### src/design/lrutc_pkg.sv
package lrutc_pkg;

    localparam int ENTRIES     = 8;
    localparam int KEY_BITS    = 64;
    localparam int DATA_BITS   = 32;
    localparam int IDX_W       = (ENTRIES > 1) ? $clog2(ENTRIES) : 1;

    localparam int KEY_TAG_W   = 64;
    localparam int DATA_WORD_W = 32;
    localparam int SLOT_W      = 3;
    localparam int DATA_OUT_W  = 32;
    localparam int STAMP_W     = 32;

    localparam logic [STAMP_W-1:0] STAMP_MAX = '1;

    localparam logic OP_LOOKUP = 1'b0;
    localparam logic OP_INSERT = 1'b1;

endpackage

### src/design/lrutc_if.sv
interface lrutc_req_if import lrutc_pkg::*; ();
    logic                   valid;
    logic                   ready;
    logic                   op;
    logic [KEY_TAG_W-1:0]   key_tag;
    logic [DATA_WORD_W-1:0] data_word;

    modport source (output valid, output op, output key_tag, output data_word, input ready);
    modport sink   (input valid, input op, input key_tag, input data_word, output ready);
endinterface

interface lrutc_rsp_if import lrutc_pkg::*; ();
    logic                  valid;
    logic                  ready;
    logic                  hit;
    logic [SLOT_W-1:0]     slot;
    logic [DATA_OUT_W-1:0] data_out;
    logic                  evicted;

    modport source (output valid, output hit, output slot, output data_out, output evicted,
                    input ready);
    modport sink   (input valid, input hit, input slot, input data_out, input evicted,
                    output ready);
endinterface

### src/design/lru_tag_cache_table_top.sv
// Fully associative tag table with least-recently-used replacement.
// i_req carries one request per beat: op (lookup or insert), key_tag and
// data_word. o_rsp returns exactly one beat per request: hit, slot, data_out
// and evicted.
// One comparator pair (key equality and stamp less-than) walks the entries,
// one entry per cycle. A lookup stops at the first matching valid entry, an
// insert at the first empty entry; a full table is swept completely to find
// the oldest stamp. After the walk in S_SCAN, S_FIN registers the response;
// i_req.ready is low from acceptance until the response is registered, so a
// new request is taken only once the previous one has finished its walk.
// The response sits in an output register; a new request is accepted while
// it waits. If o_rsp.ready stays low, the next request completes its walk and
// holds until the register frees, with no loss and no reordering.
// Reset (synchronous, active low) empties the table, clears the stamps and
// the use counter, and drops any pending response. No clearing pass is run.
module lru_tag_cache_table_top import lrutc_pkg::*; (
    input  logic        i_clk,
    input  logic        i_rst_n,
    lrutc_req_if.sink   i_req,
    lrutc_rsp_if.source o_rsp
);

    typedef enum logic [1:0] {S_IDLE, S_SCAN, S_FIN} t_state;

    t_state                r_state;
    logic [IDX_W-1:0]      r_idx;
    logic                  r_op;
    logic [KEY_BITS-1:0]   r_key;
    logic [DATA_BITS-1:0]  r_data;
    logic                  r_hit;
    logic                  r_evict;
    logic [IDX_W-1:0]      r_pos;
    logic [STAMP_W-1:0]    r_best;
    logic [DATA_BITS-1:0]  r_dout;
    logic [STAMP_W-1:0]    r_counter;
    logic [ENTRIES-1:0]    r_valid;
    logic [STAMP_W-1:0]    r_stamp    [ENTRIES];
    logic [KEY_BITS-1:0]   r_key_mem  [ENTRIES];
    logic [DATA_BITS-1:0]  r_data_mem [ENTRIES];

    logic                  r_out_valid;
    logic                  r_out_hit;
    logic [SLOT_W-1:0]     r_out_slot;
    logic [DATA_OUT_W-1:0] r_out_dout;
    logic                  r_out_evict;

    logic                  n_accept;
    logic                  n_last;
    logic                  n_match;
    logic                  n_less;
    logic                  n_out_free;
    logic                  n_fin;
    logic                  n_write;
    logic [STAMP_W-1:0]    n_counter;

    assign i_req.ready  = (r_state == S_IDLE);
    assign n_accept     = i_req.valid && (r_state == S_IDLE);

    assign n_last       = (r_idx == IDX_W'(ENTRIES - 1));
    assign n_match      = r_valid[r_idx] && (r_key_mem[r_idx] == r_key);
    assign n_less       = (r_stamp[r_idx] < r_best);
    assign n_out_free   = !r_out_valid || o_rsp.ready;
    assign n_fin        = (r_state == S_FIN) && n_out_free;
    assign n_write      = n_fin && (r_op == OP_INSERT);
    assign n_counter    = (r_counter == STAMP_MAX) ? r_counter : r_counter + 1'b1;

    assign o_rsp.valid    = r_out_valid;
    assign o_rsp.hit      = r_out_hit;
    assign o_rsp.slot     = r_out_slot;
    assign o_rsp.data_out = r_out_dout;
    assign o_rsp.evicted  = r_out_evict;

    always_ff @(posedge i_clk) begin
        if (!i_rst_n) begin
            r_state     <= S_IDLE;
            r_idx       <= '0;
            r_op        <= OP_LOOKUP;
            r_hit       <= 1'b0;
            r_evict     <= 1'b0;
            r_pos       <= '0;
            r_counter   <= '0;
            r_valid     <= '0;
            r_out_valid <= 1'b0;
            for (int i = 0; i < ENTRIES; i++) begin
                r_stamp[i] <= '0;
            end
        end else begin
            if (o_rsp.ready && !n_fin) begin
                r_out_valid <= 1'b0;
            end

            unique case (r_state)
                S_IDLE: begin
                    if (n_accept) begin
                        r_op    <= i_req.op;
                        r_idx   <= '0;
                        r_hit   <= 1'b0;
                        r_evict <= 1'b0;
                        r_pos   <= '0;
                        r_state <= S_SCAN;
                    end
                end
                S_SCAN: begin
                    if (r_op == OP_LOOKUP) begin
                        if (n_match) begin
                            r_hit   <= 1'b1;
                            r_pos   <= r_idx;
                            r_state <= S_FIN;
                        end else if (n_last) begin
                            r_state <= S_FIN;
                        end else begin
                            r_idx <= r_idx + 1'b1;
                        end
                    end else begin
                        if (!r_valid[r_idx]) begin
                            r_pos   <= r_idx;
                            r_state <= S_FIN;
                        end else begin
                            // strict less-than keeps the lowest index on ties
                            if (r_idx == '0 || n_less) begin
                                r_pos <= r_idx;
                            end
                            if (n_last) begin
                                r_evict <= 1'b1;
                                r_state <= S_FIN;
                            end else begin
                                r_idx <= r_idx + 1'b1;
                            end
                        end
                    end
                end
                S_FIN: begin
                    if (n_out_free) begin
                        if (r_hit || (r_op == OP_INSERT)) begin
                            r_counter      <= n_counter;
                            r_stamp[r_pos] <= n_counter;
                        end
                        if (r_op == OP_INSERT) begin
                            r_valid[r_pos] <= 1'b1;
                        end
                        r_out_valid <= 1'b1;
                        r_out_hit   <= r_hit;
                        r_out_slot  <= SLOT_W'(r_pos);
                        r_out_dout  <= DATA_OUT_W'(r_dout);
                        r_out_evict <= r_evict;
                        r_state     <= S_IDLE;
                    end
                end
                default: begin
                    r_state <= S_IDLE;
                end
            endcase
        end
    end

    // payload: key and data store, request capture, lookup data, running minimum
    always_ff @(posedge i_clk) begin
        if (n_accept) begin
            r_key  <= i_req.key_tag[KEY_BITS-1:0];
            r_data <= DATA_BITS'(i_req.data_word);
            r_dout <= '0;
        end
        if ((r_state == S_SCAN) && (r_op == OP_LOOKUP) && n_match) begin
            r_dout <= r_data_mem[r_idx];
        end
        if ((r_state == S_SCAN) && (r_op == OP_INSERT) && (r_idx == '0 || n_less)) begin
            r_best <= r_stamp[r_idx];
        end
        if (n_write) begin
            r_key_mem[r_pos]  <= r_key;
            r_data_mem[r_pos] <= r_data;
        end
    end

endmodule

### src/flat_wrapper.sv
// flat-port wrapper written by rule: the top's interface ports become plain ports
module lru_tag_cache_table_top_flat import lrutc_pkg::*;
  (i_clk, i_rst_n, i_req_valid, i_req_op, i_req_key_tag, i_req_data_word, i_req_ready, o_rsp_valid, o_rsp_hit, o_rsp_slot, o_rsp_data_out, o_rsp_evicted, o_rsp_ready);
  lrutc_req_if i_req_i ();
  lrutc_rsp_if o_rsp_i ();
  input  logic i_clk;
  input  logic i_rst_n;
  input wire logic [$bits(i_req_i.valid)-1:0] i_req_valid;
  input wire logic [$bits(i_req_i.op)-1:0] i_req_op;
  input wire logic [$bits(i_req_i.key_tag)-1:0] i_req_key_tag;
  input wire logic [$bits(i_req_i.data_word)-1:0] i_req_data_word;
  output wire logic [$bits(i_req_i.ready)-1:0] i_req_ready;
  output wire logic [$bits(o_rsp_i.valid)-1:0] o_rsp_valid;
  output wire logic [$bits(o_rsp_i.hit)-1:0] o_rsp_hit;
  output wire logic [$bits(o_rsp_i.slot)-1:0] o_rsp_slot;
  output wire logic [$bits(o_rsp_i.data_out)-1:0] o_rsp_data_out;
  output wire logic [$bits(o_rsp_i.evicted)-1:0] o_rsp_evicted;
  input wire logic [$bits(o_rsp_i.ready)-1:0] o_rsp_ready;
  assign i_req_i.valid = i_req_valid;
  assign i_req_i.op = i_req_op;
  assign i_req_i.key_tag = i_req_key_tag;
  assign i_req_i.data_word = i_req_data_word;
  assign i_req_ready = i_req_i.ready;
  assign o_rsp_valid = o_rsp_i.valid;
  assign o_rsp_hit = o_rsp_i.hit;
  assign o_rsp_slot = o_rsp_i.slot;
  assign o_rsp_data_out = o_rsp_i.data_out;
  assign o_rsp_evicted = o_rsp_i.evicted;
  assign o_rsp_i.ready = o_rsp_ready;
  lru_tag_cache_table_top u_core (.i_clk(i_clk), .i_rst_n(i_rst_n), .i_req(i_req_i), .o_rsp(o_rsp_i));
endmodule
### config.mk
export PLATFORM = sky130hd
export DESIGN_NAME = lru_tag_cache_table_top_flat
export DESIGN_NICKNAME = d
export VERILOG_FILES = /design/src/design/lrutc_pkg.sv /design/src/design/lrutc_if.sv /design/src/design/lru_tag_cache_table_top.sv /design/src/flat_wrapper.sv
export SDC_FILE = /design/constraint.sdc
export NUM_CORES = 1
export LEC_CHECK = 0
export BUFFER_PORTS_ARGS = -buffer_cell sky130_fd_sc_hd__buf_2
export CORE_MARGIN = 2
export CORE_UTILIZATION = 53
export CTS_CLUSTER_SIZE = 24
export DETAILED_ROUTE_END_ITERATION = 8
export GPL_ROUTABILITY_DRIVEN = 1
export GPL_TIMING_DRIVEN = 1
export PLACE_DENSITY = 0.69
export SYNTH_ARGS = -nofsm -noshare
export SYNTH_HDL_FRONTEND = slang
export SYNTH_SLANG_ARGS = --single-unit
export TNS_END_PERCENT = 5
### constraint.sdc
create_clock -name i_clk -period 23 [get_ports i_clk]
set_input_delay 3.45 -clock i_clk [delete_from_list [all_inputs] [get_ports i_clk]]
set_output_delay 3.45 -clock i_clk [all_outputs]
set_load 0.01 [all_outputs]
# == After elaboration in Yosys (flattened, before gate mapping) ==
# Memories as Yosys holds them, arrays and structs flattened. A register that Yosys moved wholly into a read port is not among the register bits.
# Cells that the tools add are included.
# Widths: inputs -> output; s select.
# classes
n_addsub,2
magnitude_cmp,4
eq_ne,16
muxes,53
bitwise,2
n_reduce_logical,29
# op_table
cell,n
$mux 32,4
$eq 64x64->1,1
$mux 3,16
$add 32x1->32 const B,1
$eq 32x32->1 const B,1
$lt 32x32->1,1
$reduce_or 32->1,1
$mux 1,20
$mux 2,6
$ne 2x1->1 const B,6
$pmux 3 s2,2
$reduce_and 4->1,3
$logic_and 1x1->1,10
$reduce_and 3->1,3
$lt 3x4->1 const B,2
$or 8x8->8,1
$pmux 2 s3,1
$reduce_and 5->1,1
$ne 4x4->1 const B,1
$pmux 1 s2,2
$reduce_and 2->1,2
$reduce_bool 2->1,2
$add 3x1->3 const B,1
$bmux 1 s3,1
14 further kinds,17
# word_totals
reg_bits,249
mem_bits_rw,1024
output_inout_bits,39
elab_cells,126
mem_count,3
# mem_list
memory,words,width,read_ports,rd_clocked_by_memory_dff,wr,line_no,source
u_core.r_key_mem,8,64,1,1,1,lru_tag_cache_table_top.sv:38,logic [KEY_BITS-1:0] r_key_mem [ENTRIES];
u_core.r_data_mem,8,32,1,1,1,lru_tag_cache_table_top.sv:39,logic [DATA_BITS-1:0] r_data_mem [ENTRIES];
u_core.r_stamp,8,32,1,1,8,lru_tag_cache_table_top.sv:37,logic [STAMP_W-1:0] r_stamp [ENTRIES];

# == Logic depth before layout (Yosys ltp) ==
# Gate-level depths: netlist of run 1.
# depth
ltp_word,8
depth_mapped,18
depth_no_buf,12

# == Least setup slack after synthesis of run 1 ==
# No wires, ideal clock.
# synth_timing
path_type,input to register
startpoint,input o_rsp_ready
endpoint,"memory u_core.r_data_mem[1][0], enable pin"
setup_ns,0.670
arrival_ns,10.390
t_required_ns,22.330
path_slack_ns,11.940
stages,4
cell_sequence,nor2b_1 nor2_1 nand3_1 nor3_1
# synth_between
elab_chain_cells,5
# synth_lines
item,line_no,source
from (decl),flat_wrapper.sv:18,input wire logic [$bits(o_rsp_i.ready)-1:0] o_rsp_ready;
$logic_or 1x1->1,lru_tag_cache_table_top.sv:62,assign n_out_free = !r_out_valid || o_rsp.ready;
$logic_and 1x1->1,lru_tag_cache_table_top.sv:63,assign n_fin = (r_state == S_FIN) && n_out_free;
$logic_and 1x1->1,lru_tag_cache_table_top.sv:64,assign n_write = n_fin && (r_op == OP_INSERT);
$mux 1,lru_tag_cache_table_top.sv:169,if (n_write) begin
$mux 1 (not written as such),lru_tag_cache_table_top.sv:171,r_data_mem[r_pos] <= r_data;
to (decl),lru_tag_cache_table_top.sv:39,
# No other way between the ends.

==> summary.md, run 1 <==
| Metric | Value |
|---|---|
| Hold Violations, Final | 0 |
| Seq cells post-synth | 1,276 |
| Filler cells | 6,689 |
| Crit start category | primary input |
| Port bufs | 139 |
| GPL Wtd Cong | 0.810 |
| Worst Hold Path Cells | 0 |
| Worst-Margin Slew | 1270 ps |
| CTS Hold Bufs | 0 |
| Placeable Area | 93,300 um^2 |
| Clk slew on worst S/H paths | 60 ps |
| Yosys cell types | 53 |
| Final nets | 2,955 |
| Max_cap viols | 0 |
| Clock Path Buffers | 3 |
| R2R depth | 13 |
| TritonCTS Buffers | 130 |
| Static leakage | 0.0176 uW |
| Yosys warning count | 0 |
| IO Pins | 140 |
| Initial core utilization | 53.4% |
| Worst clock skew | 25.8 ps |
| Clk sinks | 1,276 |
| Largest net degree at the start of global routing | 114 |
| Via density | 5.78 |
| Share of cells above drive strength 1 | 22.4% |
| Nature of the critical path endpoint | register |
| Largest stage delay, worst path | 770 ps |
| Later-pin clock latency in the skew report | 730 ps |
| Flop2flop setup slack | 16,950 ps |
| Routed length per instance | 23.8 um |
| Die width | 311 um |
| Register area | 37,800 um^2 |
| GR peak layer | met2 |
| Cells after Synth | 2,622 |
| Growth of design area from synthesis to finish | 12.8% |
| M1 GR Usage | 28.6% |
| Top Family by Delay on Critical Path | simple AND/OR/NAND/NOR gates |
| Violation count after the first detailed-routing iteration | 2,200 |
| Vias in the first global route | 25,473 |
| Crit-path max FO | 33 |
| VDD IR-drop max | 0.0698 mV |
| Worst hold start | u_core.r_dout[30]$_SDFFCE_PN0P_ |
| DRT antenna net count | 0 |
| PwrDens | 86.4 nW/um^2 |
| Worst path required time | 23,380 ps |
| Overall routed net length | 99.6 mm |
| Post-synth net total | 2,757 |
| Worst Path Buf+Inv | 2 |
| H-tree depth | 4 |
| Crit Path Class | in -> reg |
| Gr ovfl total | 0 |
| Met3 Use GR | 3.63% |
| Antenna fix cells | 0 |
| Post-DP HPWL | 56.4 mm |
| TritonCTS clock tree | built |
| Hold Crit Endpoint | u_core.o_rsp.data_out[30]$_DFFE_PP_ |
| First-pass GRT wire length | 153 mm |
| Die area | 96,600 um^2 |
| Row count | 112 |
| Max Freq | 155 MHz |
| Tmin final | 6430 ps |
| Ys async rst share | 0% |
| Outcome | finished, final reports clean |
| Most used DFF post-synth | edfxtp_1 |
| Sequential share of the synthesized area | 75.7% |
| CP dominant cell by count | nand2_1 |
| Clock root buffer | clkbuf_16 |
| Mapped Area | 49,900 um^2 |
| Crit path DAT | 6820 ps |
| Cts repair resizes | 0 |
| Post-synth EDFFs | 1,221 |
| DRC | 0 |
| Normalized max-slew margin | 15.0% |
| Syn avg cell area | 19.0 um^2 |
| R2R Path End | u_core.r_best[19]$_DFFE_PP_ |
| Post-synth top area cell | edfxtp_1 |
| Crit-path slowest cell | nand2_1 |
| Initial antenna violation count | 4 |
| Postcts setup bufs | 0 |
| GR Util met2 | 34.9% |
| Count of final setup violators | 0 |
| Area occupied by multi-input gates | 11,400 um^2 |
| Worst min path class | reg -> reg |
| Final Max Slew Viols | 0 |
| Crit-path cells | buf_2, nor2b_1, nor2_1, o21ai_1, nor3_1, nand2_1, nand2_1, buf_4 |
| Non-filler cells, final | 4,176 |
| RSZ-0062 raised after global routing | no |
| Die H | 311 um |
| Period Utilization, post-route | 28.0% |
| Synth area leaders | edfxtp_1 (74%), mux4_2 (10%), mux2i_1 (2.9%), nor2_1 (2.8%), dfxtp_1 (2.2%) |
| DR pass1 iterations | 6 |
| Vias | 24,134 |
| # placed instances | 3,942 |
| Area fraction of the dominant cell type after synthesis | 73.5% |
| Setup tns final | 0 ps |
| GR Util All Layers | 21.0% |
-- per-stage QoR --
stage	utilization, %	power [uW]	instance area (um^2)	setup slack, ps	hold slack (ps)
floorplan	-	2770	49900	11940	400
global placement	55.7	2820	52000	16110	403
detailed placement	55.7	2830	52000	15920	405
CTS	60.3	4900	56200	16640	420
global route	60.3	5010	56200	16310	419
finish	60.3	4860	56200	16570	419
-- flip-flops by register name (all words and copies together), names as in the netlist, 2 cells and up, named ones only --
| register | count |
|---|---|
| u_core.r_best | 32 |
| u_core.r_key | 64 |
| u_core.r_valid | 8 |
| u_core.r_state | 2 |
| u_core.r_pos | 3 |
| u_core.r_data | 32 |
| u_core.r_dout | 32 |
| u_core.r_stamp | 256 |
| u_core.o_rsp.data_out | 32 |
| u_core.r_data_mem | 256 |
| u_core.r_key_mem | 512 |
| u_core.o_rsp.slot | 3 |
| u_core.r_counter | 32 |
| u_core.r_idx | 3 |
-- final cells by class --
type | count | area share, %
Clock inverter | 77 | 1.51
Inverter | 36 | 0.245
Timing Repair Buffer | 187 | 1.90
Clock buffer | 157 | 6.03
Multi-Input combinational cell | 1189 | 20.4
Tap cell | 1254 | 2.79
Sequential cell | 1276 | 67.2
-- worst max path at each step --
stage,start,end,slack (ps),depth (start not counted)
2_1_floorplan,o_rsp_ready,u_core.r_data_mem[1][0]$_DFFE_PP_,11940,4
3_3_place_gp,o_rsp_ready,u_core.r_stamp[0][18]$_SDFFCE_PN0P_,16110,8
3_5_place_dp,o_rsp_ready,u_core.r_stamp[2][17]$_SDFFCE_PN0P_,15920,8
4_1_cts,o_rsp_ready,u_core.r_stamp[2][22]$_SDFFCE_PN0P_,16640,8
5_1_grt,o_rsp_ready,u_core.r_stamp[2][18]$_SDFFCE_PN0P_,16310,8
6_report,o_rsp_ready,u_core.r_stamp[2][18]$_SDFFCE_PN0P_,16570,8
-- layer usage --
metal,wire [um],vias to the layer above
li1,-,10715
met1,41900,12535
met2,49700,738
met3,5690,146
met4,2250,0
met5,0,-
-- cells by family (layout without fill, tap and decap cells) --
logic type               count (synthesis)  count (layout)  synth area share (%)
AO/OA/AOI/OAI                           89              89                  1.24
XOR/XNOR                               112             112                  1.97
adder cells (fa/ha/maj)                 34              34                 0.853
buffers and inverters                  157             457                  1.44
flip-flops                            1276            1276                  75.7
multiplexers                           406             406                  14.0
AND/OR/NAND/NOR                        548             548                  4.72
-- power breakdown --
| group | leakage [uW] | total (uW) | internal, uW | switching, uW |
|---|---|---|---|---|
| combinational | 0.00390 | 152 | 71.4 | 80.6 |
| clock | 0.00207 | 2080 | 1210 | 869 |
| sequential | 0.0117 | 2630 | 2590 | 36.9 |
-- cells in the final DEF, fill, tap and decap left out, types with 26 or more instances in the layout --
master / instances
buf_2: 139
ha_1: 34
xor2_1: 43
dfxtp_1: 52
clkbuf_16: 131
mux2i_1: 142
nand2_1: 65
inv_1: 35
buf_4: 47
nor2_1: 360
mux2_2: 32
edfxtp_1: 1221
mux4_2: 232
xnor2_1: 69
clkinv_1: 26
-- Yosys cell counts, types with 10 or more instances --
library cell / instances
edfxtp_1: 1221
nor2_1: 366
mux4_2: 232
mux2i_1: 142
clkbuf_1: 73
xnor2_1: 69
nand2_1: 65
dfxtp_1: 55
xor2_1: 43
inv_1: 36
ha_1: 34
mux2_2: 32
buf_2: 28
nand3_1: 23
a21oi_1: 22
nand4_1: 22
nor3_1: 16
and3_1: 15
a21o_1: 10
o21ai_0: 10
No activity file was read; power rests on OpenSTA's default activity.
==> run 2: changes to the inputs <==
--- a/config.mk
+++ b/config.mk
@@ -12,7 +12,7 @@
 export DETAILED_ROUTE_END_ITERATION = 8
 export GPL_ROUTABILITY_DRIVEN = 1
 export GPL_TIMING_DRIVEN = 1
-export PLACE_DENSITY = 0.69
+export PLACE_DENSITY = 0.72
 export SYNTH_ARGS = -nofsm -noshare
 export SYNTH_HDL_FRONTEND = slang
 export SYNTH_SLANG_ARGS = --single-unit
==> constraint.sdc (replaced) <==
create_clock -name i_clk -period 5.52 [get_ports i_clk]
set_input_delay 0.828 -clock i_clk [delete_from_list [all_inputs] [get_ports i_clk]]
set_output_delay 0.828 -clock i_clk [all_outputs]
set_load 0.01 [all_outputs]
==> summary.md, run 2 (synthesis gave the netlist of run 1 again) <==
| Metric | Value |
|---|---|
| Die H | 311 um (unchanged) |
| R2R depth | 12 (-1) |
| GR Util All Layers | 21.6% (+0.58 points) |
| Clk sinks | 1,276 (unchanged) |
| PwrDens | 350 nW/um^2 (+300%) |
| Largest stage delay, worst path | 610 ps (-160 ps) |
| Later-pin clock latency in the skew report | 710 ps (-20 ps) |
| CTS Hold Bufs | 0 (unchanged) |
| Cts repair resizes | 0 (unchanged) |
| Growth of design area from synthesis to finish | 12.9% |
| Crit Path Class | reg -> reg |
| Number of stages on the worst setup path | 12 (+4) |
| IO Pins | 140 (unchanged) |
| Nature of the critical path endpoint | register |
| Period Utilization, post-route | 80.4% |
| Final nets | 2,971 (+0.54%) |
| Clock Path Buffers | 3 (unchanged) |
| Dpl ws | 1100 ps (-14,820 ps) |
| Switching share of power | 20.3% (-0.024 points) |
| Die area | 96,600 um^2 (unchanged) |
| Initial antenna violation count | 3 (-1) |
| GPL Wtd Cong | 0.841 (+3.9%) |
| Outcome | finished, final reports clean |
| TritonCTS Buffers | 121 (-6.9%) |
| TritonCTS clock tree | built |
| Postcts setup bufs | 0 (unchanged) |
| Clk network pwr share | 41.1% (-1.7 points) |
| Final Max Slew Viols | 0 (unchanged) |
| VDD IR-drop max | 0.281 mV (+300%) |
| Crit-path cells | buf_12, mux4_2, mux2_2, ha_1, and3_1, a221o_1, a21oi_1, o221ai_1, a2bb2oi_1, o21a_1, and3_1, buf_12 |
| Die width | 311 um (unchanged) |
| Tmin final | 4440 ps |
| Violation count after the first detailed-routing iteration | 2,263 (+2.9%) |
| Max Freq | 225 MHz |
| First-pass GRT wire length | 158 mm (+2.8%) |
| Port bufs | 139 (unchanged) |
| Count of final setup violators | 0 (unchanged) |
| Placeable Area | 93,300 um^2 (unchanged) |
| Vias in the first global route | 25,812 (+1.3%) |
| Worst min path class | in -> reg |
| Via density | 5.89 (+1.9%) |
| Static leakage | 0.0176 uW (about the same) |
| Most frequent cells in the layout | edfxtp_1 (1,221), nor2_1 (360), mux4_2 (232) |
| Most flops, register | u_core.r_key_mem |
| Flop2flop setup slack | 1080 ps (-15,870 ps) |
| DR pass1 iterations | 5 (-1) |
| Crit path DAT | 4850 ps (-1970 ps) |
| Crit path capture | u_core.r_best[12]$_DFFE_PP_ |
| Crit-path max FO | 28 (-15%) |
| Worst clock skew | 29.9 ps (+4.11 ps) |
| Gr ovfl total | 0 (unchanged) |
| Commonest non-fill, non-tap cell in the layout | edfxtp_1 |
| Setup WS post-layout | 1080 ps (-15,490 ps) |
| Crit start category | register |
| Largest register FFs | 512 (unchanged) |
| Max_cap viols | 0 (unchanged) |
| Net Switching | 3990 uW (+300%) |
| H-tree depth | 3 (-1) |
| Int Power | 15,700 uW (+310%) |
| Fin util | 60.4% (+0.094 points) |
| Clk slew on worst S/H paths | 60 ps (about the same) |
| Sequential Power Share | 55.6% (+1.5 points) |
| Worst path required time | 5930 ps (-17,450 ps) |
| Filler cells | 6,622 (-1.0%) |
| # placed instances | 3,967 (+0.63%) |
| DRT antenna net count | 0 (unchanged) |
| Hold Violations, Final | 0 (unchanged) |
| Worst Path Buf+Inv | 2 (unchanged) |
| Final Power | 19,700 uW (+310%) |
| Share of cells above drive strength 1 | 22.6% (+0.22 points) |
| Vias | 24,659 (+2.2%) |
| DRC | 0 (unchanged) |
| Largest net degree at the start of global routing | 98 (-14%) |
| Routed length per instance | 24.8 um (+3.9%) |
| Post-DP HPWL | 58.2 mm (+3.1%) |
| Crit-path slowest cell | dfxtp_4 |
| Normalized max-slew margin | 29.1% (+14 points) |
| R2R Path End | u_core.r_best[12]$_DFFE_PP_ |
| Hold slack | 285 ps (-134 ps) |
| Overall routed net length | 104 mm (+4.2%) |
| Top Family by Delay on Critical Path | compound AO/OA/AOI/OAI gates |
| RSZ-0062 raised after global routing | no |
| Non-filler cells, final | 4,188 (+0.29%) |
| Row count | 112 (unchanged) |
| Logic pwr share | 3.3% (+0.2 points) |
| Clock root buffer | clkbuf_16 |
| Top Registers | u_core.r_key_mem x512, u_core.r_data_mem x256, u_core.r_stamp x256 |
| Worst-Margin Slew | 1030 ps (-237 ps) |
| Initial core utilization | 53.4% (unchanged) |
-- run 2: area by class of cell --
class | instances | area (um^2) | area share, %
antenna | 1 | 2.50 | 0.00444
clock buffer | 143 | 3150 | 5.60
clock inverter | 77 | 739 | 1.31
inverter | 36 | 138 | 0.244
multi-input combinational | 1189 | 11500 | 20.3
sequential | 1276 | 37800 | 67.1
tap | 1254 | 1570 | 2.79
timing repair buffer | 212 | 1490 | 2.65
-- run 2: metal layers --
layer / vias to the layer above / GRT usage (%) / wire [um]
met5: - / 0 / 24
met4: 4 / 5.50 / 1790
met3: 125 / 2.97 / 5970
met2: 812 / 37.4 / 53700
met1: 12981 / 29.0 / 42200
li1: 10737 / - / -
-- run 2: power by group through the flow --
stage | Sequential [uW] | Clock [uW] | Combinational (uW)
global route | 11000 | 8590 | 707
CTS | 10900 | 8220 | 667
floorplan | 11100 | 0 | 470
global placement | 11100 | 0 | 653
finish | 10900 | 8090 | 656
detailed placement | 11100 | 0 | 664
-- run 2: worst register-to-register path, delay by kind of cell (launching register included) --
family                   cells  cell delay (ps)
AND/OR/NAND/NOR              2              730
AO/OA/AOI/OAI                5             1060
adder cells (fa/ha/maj)      1              310
buffers and inverters        2              590
multiplexers                 2              820
flip-flops                   1              610
-- run 2: how the worst min path moves through the flow --
stage | start | endpoint | cells past startpoint
after floorplan | u_core.r_dout[0]$_SDFFCE_PN0P_ | u_core.o_rsp.data_out[0]$_DFFE_PP_ | 0
after global placement | u_core.r_dout[19]$_SDFFCE_PN0P_ | u_core.o_rsp.data_out[19]$_DFFE_PP_ | 0
after detailed placement | u_core.r_dout[19]$_SDFFCE_PN0P_ | u_core.o_rsp.data_out[19]$_DFFE_PP_ | 0
after CTS | i_req_key_tag[26] | u_core.r_key[26]$_DFFE_PP_ | 1
after global routing | i_req_key_tag[46] | u_core.r_key[46]$_DFFE_PP_ | 1
final | i_req_key_tag[60] | u_core.r_key[60]$_DFFE_PP_ | 1
-- run 2: through the flow --
step                TNS [ps]  area, um^2
floorplan            -457470       49900
detailed placement         0       52400
finish                     0       56300
global placement           0       52400
global route               0       56300
CTS                        0       56300
==> run 3: changes to the inputs <==
==> constraint.sdc (replaced) <==
create_clock -name i_clk -period 3.9 [get_ports i_clk]
set_input_delay 0.585 -clock i_clk [delete_from_list [all_inputs] [get_ports i_clk]]
set_output_delay 0.585 -clock i_clk [all_outputs]
set_load 0.01 [all_outputs]
==> summary.md, run 3 (synthesis gave the netlist of run 1 again) <==
| Metric | Value |
|---|---|
| Growth of design area from synthesis to finish | 14.8% |
| IO Pins | 140 (unchanged) |
| Hold slack | 57.8 ps (-227 ps) |
| Worst clock skew | 58.1 ps (+28.2 ps) |
| Tmin final | 3780 ps (-664 ps) |
| Dpl cell area | 53,100 um^2 (+1.3%) |
| Clock Path Buffers | 3 (unchanged) |
| Sequential Power Share | 55.1% (-0.5 points) |
| DRC | 0 (unchanged) |
| H-tree depth | 3 (unchanged) |
| TritonCTS Buffers | 120 (-0.83%) |
| Die area | 96,600 um^2 (unchanged) |
| Logic pwr share | 3.5% (+0.2 points) |
| Setup tns final | 0 ps (unchanged) |
| Die width | 311 um (unchanged) |
| Setup WS post-layout | 124 ps (-956 ps) |
| Port bufs | 139 (unchanged) |
| PwrDens | 490 nW/um^2 (+40%) |
| Die H | 311 um (unchanged) |
| Via density | 5.83 (-0.95%) |
| Hold Violations, Final | 0 (unchanged) |
| Crit start category | register |
| Top Registers | u_core.r_key_mem x512, u_core.r_data_mem x256, u_core.r_stamp x256 |
| Final Max Slew Viols | 0 (unchanged) |
| Period Utilization, post-route | 96.8% (+16 points) |
| Outcome | finished, final reports clean |
| RSZ-0062 raised after global routing | yes |
| Int Power | 22,500 uW (+43%) |
| Net Switching | 5630 uW (+41%) |
| Initial core utilization | 53.4% (unchanged) |
| Max_cap viols | 0 (unchanged) |
| Row count | 112 (unchanged) |
| Gr ovfl total | 0 (unchanged) |
| Nature of the critical path endpoint | register |
| Routed length per instance | 24.7 um (-0.37%) |
| Vias | 24,780 (+0.49%) |
| First-pass GRT wire length | 158 mm (+0.29%) |
| Crit-path max FO | 32 (+14%) |
| DR pass1 iterations | 7 (+2) |
| Clk slew on worst S/H paths | 70 ps (about the same) |
| Worst min path class | in -> reg |
| Violation count after the first detailed-routing iteration | 2,492 (+10%) |
| Later-pin clock latency in the skew report | 720 ps (about the same) |
| Normalized max-slew margin | 36.9% (+7.8 points) |
| Clk sinks | 1,276 (unchanged) |
| Crit path DAT | 4170 ps (-680 ps) |
| Filler cells | 6,508 (-1.7%) |
| Most frequent cells in the layout | edfxtp_1 (1,221), nor2_1 (359), mux4_2 (232) |
| Clk network pwr share | 41.4% (+0.3 points) |
| GPL Wtd Cong | 0.810 (-3.8%) |
| Worst-Margin Slew | 943 ps (-90.8 ps) |
| Vias in the first global route | 26,055 (+0.94%) |
| Fin util | 61.4% (+1.0 points) |
| Max Freq | 265 MHz (+18%) |
| Final nets | 3,029 (+2.0%) |
| Largest register FFs | 512 (unchanged) |
| DRT antenna net count | 0 (unchanged) |
| Overall routed net length | 105 mm (+1.1%) |
| GR Util All Layers | 21.6% (+0.060 points) |
| Largest net degree at the start of global routing | 85 (-13%) |
| Static leakage | 0.0181 uW (+2.6%) |
| Clock root buffer | clkbuf_16 |
| Most flops, register | u_core.r_key_mem |
| Post-DP HPWL | 61.1 mm (+4.9%) |
| Switching share of power | 20.0% (-0.23 points) |
| Placeable Area | 93,300 um^2 (unchanged) |
| Commonest non-fill, non-tap cell in the layout | edfxtp_1 |
| Worst path required time | 4290 ps (-1640 ps) |
| Dpl ws | 37.7 ps (-1060 ps) |
| TritonCTS clock tree | built |
| Initial antenna violation count | 6 (+3) |
| Crit Path Class | reg -> reg |
| Post-route design area | 57,300 um^2 (+1.7%) |
| Count of final setup violators | 0 (unchanged) |
| VDD IR-drop max | 0.430 mV (+53%) |
| Share of cells above drive strength 1 | 24.8% (+2.2 points) |
==> run 3: final timing paths <==
path | start | end | slack, ps | cells past startpoint
setup / recovery | register | u_core.r_best[27]$_DFFE_PP_ | 120 | 12
setup reg to reg | register | u_core.r_best[27]$_DFFE_PP_ | 120 | 12
hold reg to reg | u_core.r_dout[7]$_SDFFCE_PN0P_ | u_core.o_rsp.data_out[7]$_DFFE_PP_ | 420 | 0
hold / removal | i_req_key_tag[22] | u_core.r_key[22]$_DFFE_PP_ | 60 | 1
==> run 3: through the flow <==
stage          total power, uW  instances
3_5_place_dp             16700       4021
4_1_cts                  28300       4242
5_1_grt                  28900       4249
6_report                 28100       4249
3_3_place_gp             16700       4021
2_1_floorplan            16400       2622
==> run 3: worst max-delay path: stages, from the launching register on <==
cell,delay [ps]
dfxtp_4,450
buf_16,220
mux4_2,530
mux2_2,290
ha_1,300
a21o_1,150
a221o_1,340
a21oi_1,150
o221ai_1,150
a2bb2oi_2,210
o21a_1,200
and3_4,210
buf_12,220
==> run 3: what timing repair did <==
action                     CTS  global route
hold buffers                 0             0
buffers inserted             0             2
setup endpoints to repair    0            71
gates resized for setup      0            16
==> run 3: layout make-up <==
type	instances	area [um^2]	share of cell area, %
repair buffers	271	2340	4.09
clock buffers	159	3320	5.80
diodes	2	5.00	0.00874
clock inverters	62	642	1.12
inverters	36	138	0.240
multi-input cells	1189	11500	20.1
well taps	1254	1570	2.74
flip-flops and latches	1276	37800	66.0
==> run 3: power by group through the flow <==
stage | Clock, uW | Sequential [uW] | Combinational (uW)
final | 11600 | 15500 | 974
after CTS | 11800 | 15500 | 958
after floorplan | 0 | 15700 | 665
after global routing | 12300 | 15500 | 1060
after detailed placement | 0 | 15800 | 952
after global placement | 0 | 15700 | 938
==> run 3: metal layers <==
metal,routed length (um),global-route usage [%],up-vias
met2,53500,36.7,892
li1,-,-,10844
met5,54,0,-
met3,7070,3.73,152
met4,2280,6.43,8
met1,41900,28.9,12884
